==> src/rtl/spq_pkg.sv <==
`timescale 1ns / 1ps

package spq_pkg;

  localparam int DepthDefault = 16;
  localparam int ValueW = 32;
  localparam int PrioW = 16;
  localparam int CountOutW = 5;

  // request operations; the unused code behaves as a peek
  localparam logic [1:0] OP_PUSH = 2'd0;
  localparam logic [1:0] OP_POP = 2'd1;
  localparam logic [1:0] OP_PEEK = 2'd2;

  // result status
  localparam logic [1:0] ST_OK = 2'd0;
  localparam logic [1:0] ST_EMPTY = 2'd1;
  localparam logic [1:0] ST_FULL = 2'd2;

  typedef struct packed {
    logic [1:0] op;
    logic signed [ValueW-1:0] item_value;
    logic signed [PrioW-1:0] item_priority;
  } req_t;

  typedef struct packed {
    logic signed [ValueW-1:0] head_value;
    logic signed [PrioW-1:0] head_priority;
    logic [1:0] status;
    logic [CountOutW-1:0] entry_count;
  } rsp_t;

  // broadcast to every cell of the row
  typedef struct packed {
    logic push;
    logic pop;
    logic signed [ValueW-1:0] new_value;
    logic signed [PrioW-1:0] new_priority;
  } cell_ctrl_t;

endpackage

==> src/rtl/spq_cell.sv <==
`timescale 1ns / 1ps

module spq_cell (
  input  logic clk,
  input  logic rst,
  input  spq_pkg::cell_ctrl_t ctrl,
  input  logic left_keep,
  input  logic left_valid,
  input  logic signed [spq_pkg::ValueW-1:0] left_value,
  input  logic signed [spq_pkg::PrioW-1:0] left_priority,
  input  logic right_valid,
  input  logic signed [spq_pkg::ValueW-1:0] right_value,
  input  logic signed [spq_pkg::PrioW-1:0] right_priority,
  output logic keep,
  output logic valid,
  output logic signed [spq_pkg::ValueW-1:0] value,
  output logic signed [spq_pkg::PrioW-1:0] prio
);

  // entry stays put when it ranks at or above the new one
  assign keep = valid && (prio >= ctrl.new_priority);

  always_ff @(posedge clk) begin
    if (rst) begin
      valid <= 1'b0;
    end else if (ctrl.push && !keep) begin
      valid <= left_keep ? 1'b1 : left_valid;
    end else if (ctrl.pop) begin
      valid <= right_valid;
    end
  end

  always_ff @(posedge clk) begin
    if (ctrl.push && !keep) begin
      if (left_keep) begin
        value <= ctrl.new_value;
        prio <= ctrl.new_priority;
      end else begin
        value <= left_value;
        prio <= left_priority;
      end
    end else if (ctrl.pop) begin
      value <= right_value;
      prio <= right_priority;
    end
  end

endmodule

==> src/rtl/sorted_priority_queue.sv <==
`timescale 1ns / 1ps

// sorted priority queue built as a row of compare-and-shift cells
// req channel: one beat per request (push, pop, peek); accepted when
//   req_valid is high and req_stall is low
// rsp channel: exactly one beat per request, in request order, carrying
//   head value and priority (pop and peek), a status and the entry count
// cells are kept ordered by priority, highest at cell 0; equal priorities
//   keep arrival order since a push lands behind every entry ranked >= it
// the response is registered, valid in the cycle after acceptance
// throughput: one request per cycle while req_stall is low; every cell
//   compares and shifts in the same cycle, so the row update is the whole cost of a request
// a push into a full queue is dropped with status full; pop or peek on an
//   empty queue reports status empty and zero head fields
// reset empties the row (valid bits and count cleared), no sweep needed
// receiver stall: the response register holds its beat, and req_stall
//   rises while that beat waits, so requests back up without loss
module sorted_priority_queue #(
  parameter int DEPTH = spq_pkg::DepthDefault
) (
  input  logic clk,
  input  logic rst,
  input  logic req_valid,
  output logic req_stall,
  input  spq_pkg::req_t req,
  output logic rsp_valid,
  input  logic rsp_stall,
  output spq_pkg::rsp_t rsp
);

  localparam int CountW = $clog2(DEPTH + 1);

  logic [CountW-1:0] count;
  logic [CountW-1:0] count_next;
  logic req_take;
  logic is_push;
  logic is_pop;
  logic full;
  logic empty;
  spq_pkg::cell_ctrl_t ctrl;
  spq_pkg::rsp_t rsp_next;
  logic [CountW+spq_pkg::CountOutW-1:0] count_wide;

  // cell row wiring
  logic [DEPTH-1:0] keep_vec;
  logic [DEPTH-1:0] valid_vec;
  logic signed [spq_pkg::ValueW-1:0] value_arr [DEPTH];
  logic signed [spq_pkg::PrioW-1:0] prio_arr [DEPTH];

  // a waiting response blocks new requests
  assign req_stall = rsp_valid && rsp_stall;
  assign req_take = req_valid && !req_stall;

  assign is_push = (req.op == spq_pkg::OP_PUSH);
  assign is_pop = (req.op == spq_pkg::OP_POP);
  assign full = (count == CountW'(DEPTH));
  assign empty = (count == '0);

  always_comb begin
    ctrl.push = req_take && is_push && !full;
    ctrl.pop = req_take && is_pop && !empty;
    ctrl.new_value = req.item_value;
    ctrl.new_priority = req.item_priority;
  end

  always_comb begin
    count_next = count;
    if (ctrl.push) begin
      count_next = count + 1'b1;
    end else if (ctrl.pop) begin
      count_next = count - 1'b1;
    end
  end

  // entry count wraps to the output field width
  assign count_wide = {{spq_pkg::CountOutW{1'b0}}, count_next};

  always_comb begin
    rsp_next.head_value = '0;
    rsp_next.head_priority = '0;
    rsp_next.status = spq_pkg::ST_OK;
    rsp_next.entry_count = count_wide[spq_pkg::CountOutW-1:0];
    if (is_push) begin
      if (full) begin
        rsp_next.status = spq_pkg::ST_FULL;
      end
    end else if (empty) begin
      rsp_next.status = spq_pkg::ST_EMPTY;
    end else begin
      // head lives in cell 0
      rsp_next.head_value = value_arr[0];
      rsp_next.head_priority = prio_arr[0];
    end
  end

  always_ff @(posedge clk) begin
    if (rst) begin
      count <= '0;
      rsp_valid <= 1'b0;
    end else begin
      count <= count_next;
      if (req_take) begin
        rsp_valid <= 1'b1;
      end else if (!rsp_stall) begin
        rsp_valid <= 1'b0;
      end
    end
  end

  always_ff @(posedge clk) begin
    if (req_take) begin
      rsp <= rsp_next;
    end
  end

  // row of cells: cell 0 has no left neighbor, the last has no right one
  genvar i;
  generate
    for (i = 0; i < DEPTH; i++) begin : g_cell
      logic l_keep;
      logic l_valid;
      logic signed [spq_pkg::ValueW-1:0] l_value;
      logic signed [spq_pkg::PrioW-1:0] l_prio;
      logic r_valid;
      logic signed [spq_pkg::ValueW-1:0] r_value;
      logic signed [spq_pkg::PrioW-1:0] r_prio;

      if (i == 0) begin : g_first
        assign l_keep = 1'b1;
        assign l_valid = 1'b0;
        assign l_value = '0;
        assign l_prio = '0;
      end else begin : g_mid
        assign l_keep = keep_vec[i-1];
        assign l_valid = valid_vec[i-1];
        assign l_value = value_arr[i-1];
        assign l_prio = prio_arr[i-1];
      end

      if (i == DEPTH - 1) begin : g_last
        assign r_valid = 1'b0;
        assign r_value = '0;
        assign r_prio = '0;
      end else begin : g_inner
        assign r_valid = valid_vec[i+1];
        assign r_value = value_arr[i+1];
        assign r_prio = prio_arr[i+1];
      end

      spq_cell u_cell (
        .clk(clk),
        .rst(rst),
        .ctrl(ctrl),
        .left_keep(l_keep),
        .left_valid(l_valid),
        .left_value(l_value),
        .left_priority(l_prio),
        .right_valid(r_valid),
        .right_value(r_value),
        .right_priority(r_prio),
        .keep(keep_vec[i]),
        .valid(valid_vec[i]),
        .value(value_arr[i]),
        .prio(prio_arr[i])
      );
    end
  endgenerate

  // occupied cells match the entry count
  a_count_matches_cells: assert property (@(posedge clk) disable iff (rst)
    $countones(valid_vec) == 32'(count))
    else $error("cell valid bits disagree with entry count");

  a_count_bound: assert property (@(posedge clk) disable iff (rst)
    count <= CountW'(DEPTH))
    else $error("entry count beyond depth");

  a_pop_shrinks: assert property (@(posedge clk) disable iff (rst)
    req_take && is_pop && !empty |=> count == $past(count) - 1'b1)
    else $error("pop did not remove an entry");

  a_full_push_drops: assert property (@(posedge clk) disable iff (rst)
    req_take && is_push && full |=> $stable(count) && rsp.status == spq_pkg::ST_FULL)
    else $error("push into full queue not dropped");

  a_rsp_follows_req: assert property (@(posedge clk) disable iff (rst)
    req_take |=> rsp_valid)
    else $error("accepted request produced no response");

endmodule

==> config.mk <==
export PLATFORM = sky130hd
export DESIGN_NAME = sorted_priority_queue
export DESIGN_NICKNAME = d
export VERILOG_FILES = /design/src/rtl/spq_pkg.sv /design/src/rtl/spq_cell.sv /design/src/rtl/sorted_priority_queue.sv
export SDC_FILE = /design/constraint.sdc
export NUM_CORES = 2
export LEC_CHECK = 0
export CAP_MARGIN = 20
export CORE_ASPECT_RATIO = 1.1
export CORE_MARGIN = 1.5
export CORE_UTILIZATION = 55
export DETAILED_ROUTE_END_ITERATION = 8
export DONT_BUFFER_PORTS = 1
export GPL_TIMING_DRIVEN = 0
export PLACE_DENSITY = 0.7
export REMOVE_ABC_BUFFERS = 1
export SKIP_CTS_REPAIR_TIMING = 1
export SLEW_MARGIN = 5
export SYNTH_ARGS = -nofsm -noshare
export SYNTH_HDL_FRONTEND = slang
export SYNTH_SLANG_ARGS = --single-unit
export TNS_END_PERCENT = 30
==> constraint.sdc <==
create_clock -name clk -period 23.4 [get_ports clk]
set_input_delay 2.34 -clock clk [delete_from_list [all_inputs] [get_ports clk]]
set_output_delay 2.34 -clock clk [all_outputs]
set_load 0.01 [all_outputs]
; ---- Yosys cells after proc, flatten, opt, wreduce, memory -nomap -nowiden
; Index checks and enable logic that the tools add are counted.
[totals]
elab_cells = 299
in_bits = 54
reg_bits = 845
[op_classes]
reduce_logical = 76
addsub = 2
n_eq_ne = 3
n_lt_le_gt_ge = 16
n_mux = 148
[ops]
columns = cell, count
row1 = 32-bit two-way mux, 47
row2 = 16-bit two-way mux, 47
row3 = 16-bit >= comparator, 16
row4 = 1-bit two-way mux, 50
row5 = 1-bit logical AND, 38
row6 = 2-bit nonzero test, 16
row7 = 1-bit zero test, 19
row8 = 5-bit two-way mux, 2
row9 = 5-bit by 1-bit adder with 5-bit output (second input constant), 1
row10 = 5-bit equality test (second input constant), 1
row11 = 5-bit zero test, 1
row12 = 5-bit by 1-bit subtractor with 5-bit output (second input constant), 1
row13 = 2-bit two-way mux, 2
row14 = 2-bit by 1-bit equality test with 1-bit output (second input constant), 1
row15 = 2-bit zero test, 1
row16 = 2-bit by 1-bit != test with 1-bit output (second input constant), 1
row17 = 2-bit OR reduction, 1

; ---- Depth between registers and ports, before layout
[logic_depth]
word_depth = 7
mapped_depth = 14
ltp_nobuf = 9

; ---- Cells and area by module
; A second synthesis with hierarchy kept.
[hier_totals]
hier_cells = 3828
hier_area_um2 = 54639.9
[modules_own_cells]
columns = module, cells_per_inst, area_each_um2, n_inst, seq_area_each_um2
row1 = spq_cell (g_cell[2].u_cell ...), 227, 3166.8, 8, 1461.4
row2 = spq_cell (g_cell[0].u_cell ...), 231, 3375.7, 7, 1461.4
row3 = spq_cell (g_cell[1].u_cell), 229, 3194.3, 1, 1461.4
row4 = sorted_priority_queue, 166, 2481.1, 1, 1771.7

; ---- Least setup slack after synthesis
; No wires, ideal clock.
[synth_timing]
path_kind = input to register
startpoint = input port req_valid
endpoint = register g_cell[13].u_cell.prio[0] (netlist name) (enable)
path_slack_ns = 12.909
arrival_ns = 9.971
t_required_ns = 22.880
stages = 5
path_cell_list = a21boi_1 -> nand3_1 -> buf_2 -> buf_1 -> o21ai_0
[synth_between]
elab_chain_cells = 5
elab_cells_between_ends = 7
cone_classes = reduce/logical: 7
[synth_rtl]
columns = item, line
row1 = "start, declared", sorted_priority_queue.sv:23  ; input logic req_valid,
row2 = 1-bit logical AND *, sorted_priority_queue.sv:52  ; assign req_take = req_valid && !req_stall;
row3 = 1-bit logical AND (2 in a row), sorted_priority_queue.sv:60  ; ctrl.push = req_take && is_push && !full;
row4 = 1-bit logical AND, spq_cell.sv:34  ; if (ctrl.push && !keep) begin
row5 = 2-bit nonzero test (no line) *, n/a
row6 = "end signal, assigned", spq_cell.sv:37  ; prio <= ctrl.new_priority;
row7 = "end signal, assigned", spq_cell.sv:40  ; prio <= left_priority;
row8 = "end signal, assigned", spq_cell.sv:44  ; prio <= right_priority;
row9 = "end, declared", spq_cell.sv:17  ; output logic signed [spq_pkg::PrioW-1:0] prio
; Every way passes the cells marked *; elsewhere a longest branch is shown, timed or not.
; A chain may end at the register's enable or synchronous reset.

; ---- Worst setup path in the final report
[layout_timing]
startpoint = input port req[15] (netlist name)
endpoint = register g_cell[3].u_cell.value[0] (netlist name) (enable)
[layout_between]
elab_chain_cells = 5
[layout_rtl]
columns = item, line
row1 = "start, declared", sorted_priority_queue.sv:25  ; input spq_pkg::req_t req,
row2 = 16-bit >= comparator, spq_cell.sv:21  ; assign keep = valid && (prio >= ctrl.new_priority);
row3 = 1-bit logical AND, spq_cell.sv:21
row4 = 1-bit zero test, spq_cell.sv:34
row5 = 1-bit logical AND, spq_cell.sv:34
row6 = 2-bit nonzero test (no line), n/a
row7 = "end signal, assigned", spq_cell.sv:36  ; value <= ctrl.new_value;
row8 = "end signal, assigned", spq_cell.sv:39  ; value <= left_value;
row9 = "end signal, assigned", spq_cell.sv:43  ; value <= right_value;
row10 = "end, declared", spq_cell.sv:16  ; output logic signed [spq_pkg::ValueW-1:0] value,
; No other way between the ends.

==> metrics.txt <==
vias in the first global route 37.7k; largest net degree at the start of global routing 99; synthesis-to-finish area growth 9.68%; min Tclk post-route 6990 ps; Core Util, Final 61.1%; M1 GR Usage 40.5%; GP Congestion 0.874; global route total overflow 0; Least-Margin Pin Slew 1040 ps; ys async rst share 0%; number of enable flip-flop cells after synthesis 823; I/O pin cnt 111; crit-path max FO 97; Slew Limit Fails 0; Mapped Avg Cell Area 10.2 sq um; clk sinks 845; CTS clk-pin slew, worst paths 70 ps; R2R depth 9; final WL 137 mm; ys flop type edfxtp_1; final setup TNS 0 ps; sequential fraction of the synthesis area 48.6%; Critical Path Start Type input port; CTS H-tree depth 3; Max-Cap Viols 0; Rel. slew slack 30.1%; die width 296 um; RSZ-0062 raised after global routing no; via count 39.6k; status finished, final reports clean; Finished Cell Area 0.0568 sq mm; layout cell share with drive strength beyond 1 9.86%; antenna cell count 0; clock buffer count from CTS 88; power share of the combinational group 13.7%; Max Root-Sink Buffers 3; Cell Pwr Density 66.2 mW/mm^2; sw frac 26.6%; Layout Cells excl Fill 6,148; Antenna Violating Nets Remaining 0; CP Class in -> reg; Clk pwr share 37.8%; most frequent cell after synthesis edfxtp_1; Setup Viol. Count Final 0; Hold Path Class reg -> reg; CP Data Arrival Time 7290 ps; PnR worst setup slack 16,410 ps; skew final 25.1 ps; Synth Register Bits 845; Yosys top cell by area edfxtp_1; Int Power 2.76 mW; Mapped Area 0.0518 sq mm; P_leak 21.9 nW; DRT iter0 DRCs 4,650; Die Y 325 um; synth cell count leaders edfxtp_1, a21oi_1, nand2_1; YS warnings 0; DR vias/cell 6.44; CTS tree built; hold_ws 516 ps; Starting Density 55.7%; Worst-Skew Late Latency 680 ps; DRC 0; Post-DP HPWL 95.7 mm; WP data required 23,690 ps; Nets 5,139; cells after synthesis 5,101; # rows 117; synth top area cells edfxtp_1, mux2i_1, ha_1; Max VDD drop 48.0 uV; Root Buffer clkbuf_16; post-synth top area share 47.7%; Hold Path Stages 2; initial antenna violation count 1; Buffers on Ports 0; Final Cycle Share 29.9%; grt met2 use 44.2%; pre-CTS setup slack 15,840 ps; DR WL/cell 22.4 um; GRT met3 Usage 3.80%; global-route wire length before repair 217 mm; GR Util All Layers 28.1%; drt first pass iters 6; Distinct cells, synth 81; Post-DP Area 0.0539 sq mm; Critical Path Sink Type flop; Final Hold Fails 0; f_max 143 MHz; Psw 0.998 mW; Die ar. 0.0960 sq mm; busiest layer in global routing met2; Pwr Total 3.76 mW; area of the core 0.0930 sq mm; Inst Count DP 5,985; power share of the sequential group 48.5%
[worst max-delay path, stage by stage]
cell	delay (ps)
inv_1	630
ha_2	540
buf_12	220
inv_2	390
a21oi_1	100
a211oi_1	540
and3_4	940
nand4b_1	290
o221ai_4	340
or2_4	770
[cells in the final DEF, fill, tap and decap left out, drive strengths merged, types with 47 or more instances in the layout]
cell type / instances
nand3: 213
nand2: 480
edfxtp: 823
nor2: 395
and2: 52
mux2i: 473
clkbuf: 109
inv: 90
ha: 258
a211oi: 108
a2bb2oi: 48
mux2: 157
buf: 114
o21ai: 424
and3: 106
a21oi: 526
nand4: 47
a31oi: 115
[power by group through the flow]
stage                     combinational [mW]  clock [mW]  sequential [mW]
final                                  0.514        1.42             1.82
after global routing                   0.565        1.49             1.83
after CTS                              0.509        1.44             1.82
after detailed placement               0.507           0             1.85
after global placement                 0.455           0             1.86
after floorplan                        0.342           0             1.84
[area by class of cell]
type / count / area [sq um]
Timing Repair Buffer: 114 / 2120
Tap cell: 1249 / 1560
Clock buffer: 109 / 2370
Clock inverter: 53 / 477
Fill cell: 7520 / 36200
Multi-Input combinational cell: 3690 / 24800
Inverter: 88 / 333
Sequential cell: 845 / 25200
[metal layers]
metal | share of wire, % | wire, um
met5 | 0 | 0
met4 | 2.3 | 3100
met3 | 9.0 | 12400
met2 | 46 | 62700
met1 | 43 | 59300
[worst paths after layout]
path / to / from / slack [ps]
worst max-delay path: g_cell[3].u_cell.value[0] / req[15] / 16410
worst min-delay path: g_cell[8].u_cell.valid / g_cell[8].u_cell.valid / 520
worst max register to register: g_cell[3].u_cell.value[0] / g_cell[3].u_cell.prio[15] / 18410
worst min register to register: g_cell[8].u_cell.valid / g_cell[8].u_cell.valid / 520
[sequential cells by signal, indices dropped and copies added, names as in the netlist]
signal	count
rsp	55
g_cell.u_cell.prio	256
g_cell.u_cell.valid	16
count	5
rsp_valid	1
g_cell.u_cell.value	512
[kinds of logic after synthesis]
family                     synth area share [%]
muxes                                      12.6
AOI/OAI and AO/OA                          15.8
adders and majority gates                  6.23
buffers and inverters                      4.44
DFF                                        48.6
xor gates and xnor gates                 0.0677
and+or+nand+nor                            12.3
Power figures use the tool's default switching activity.
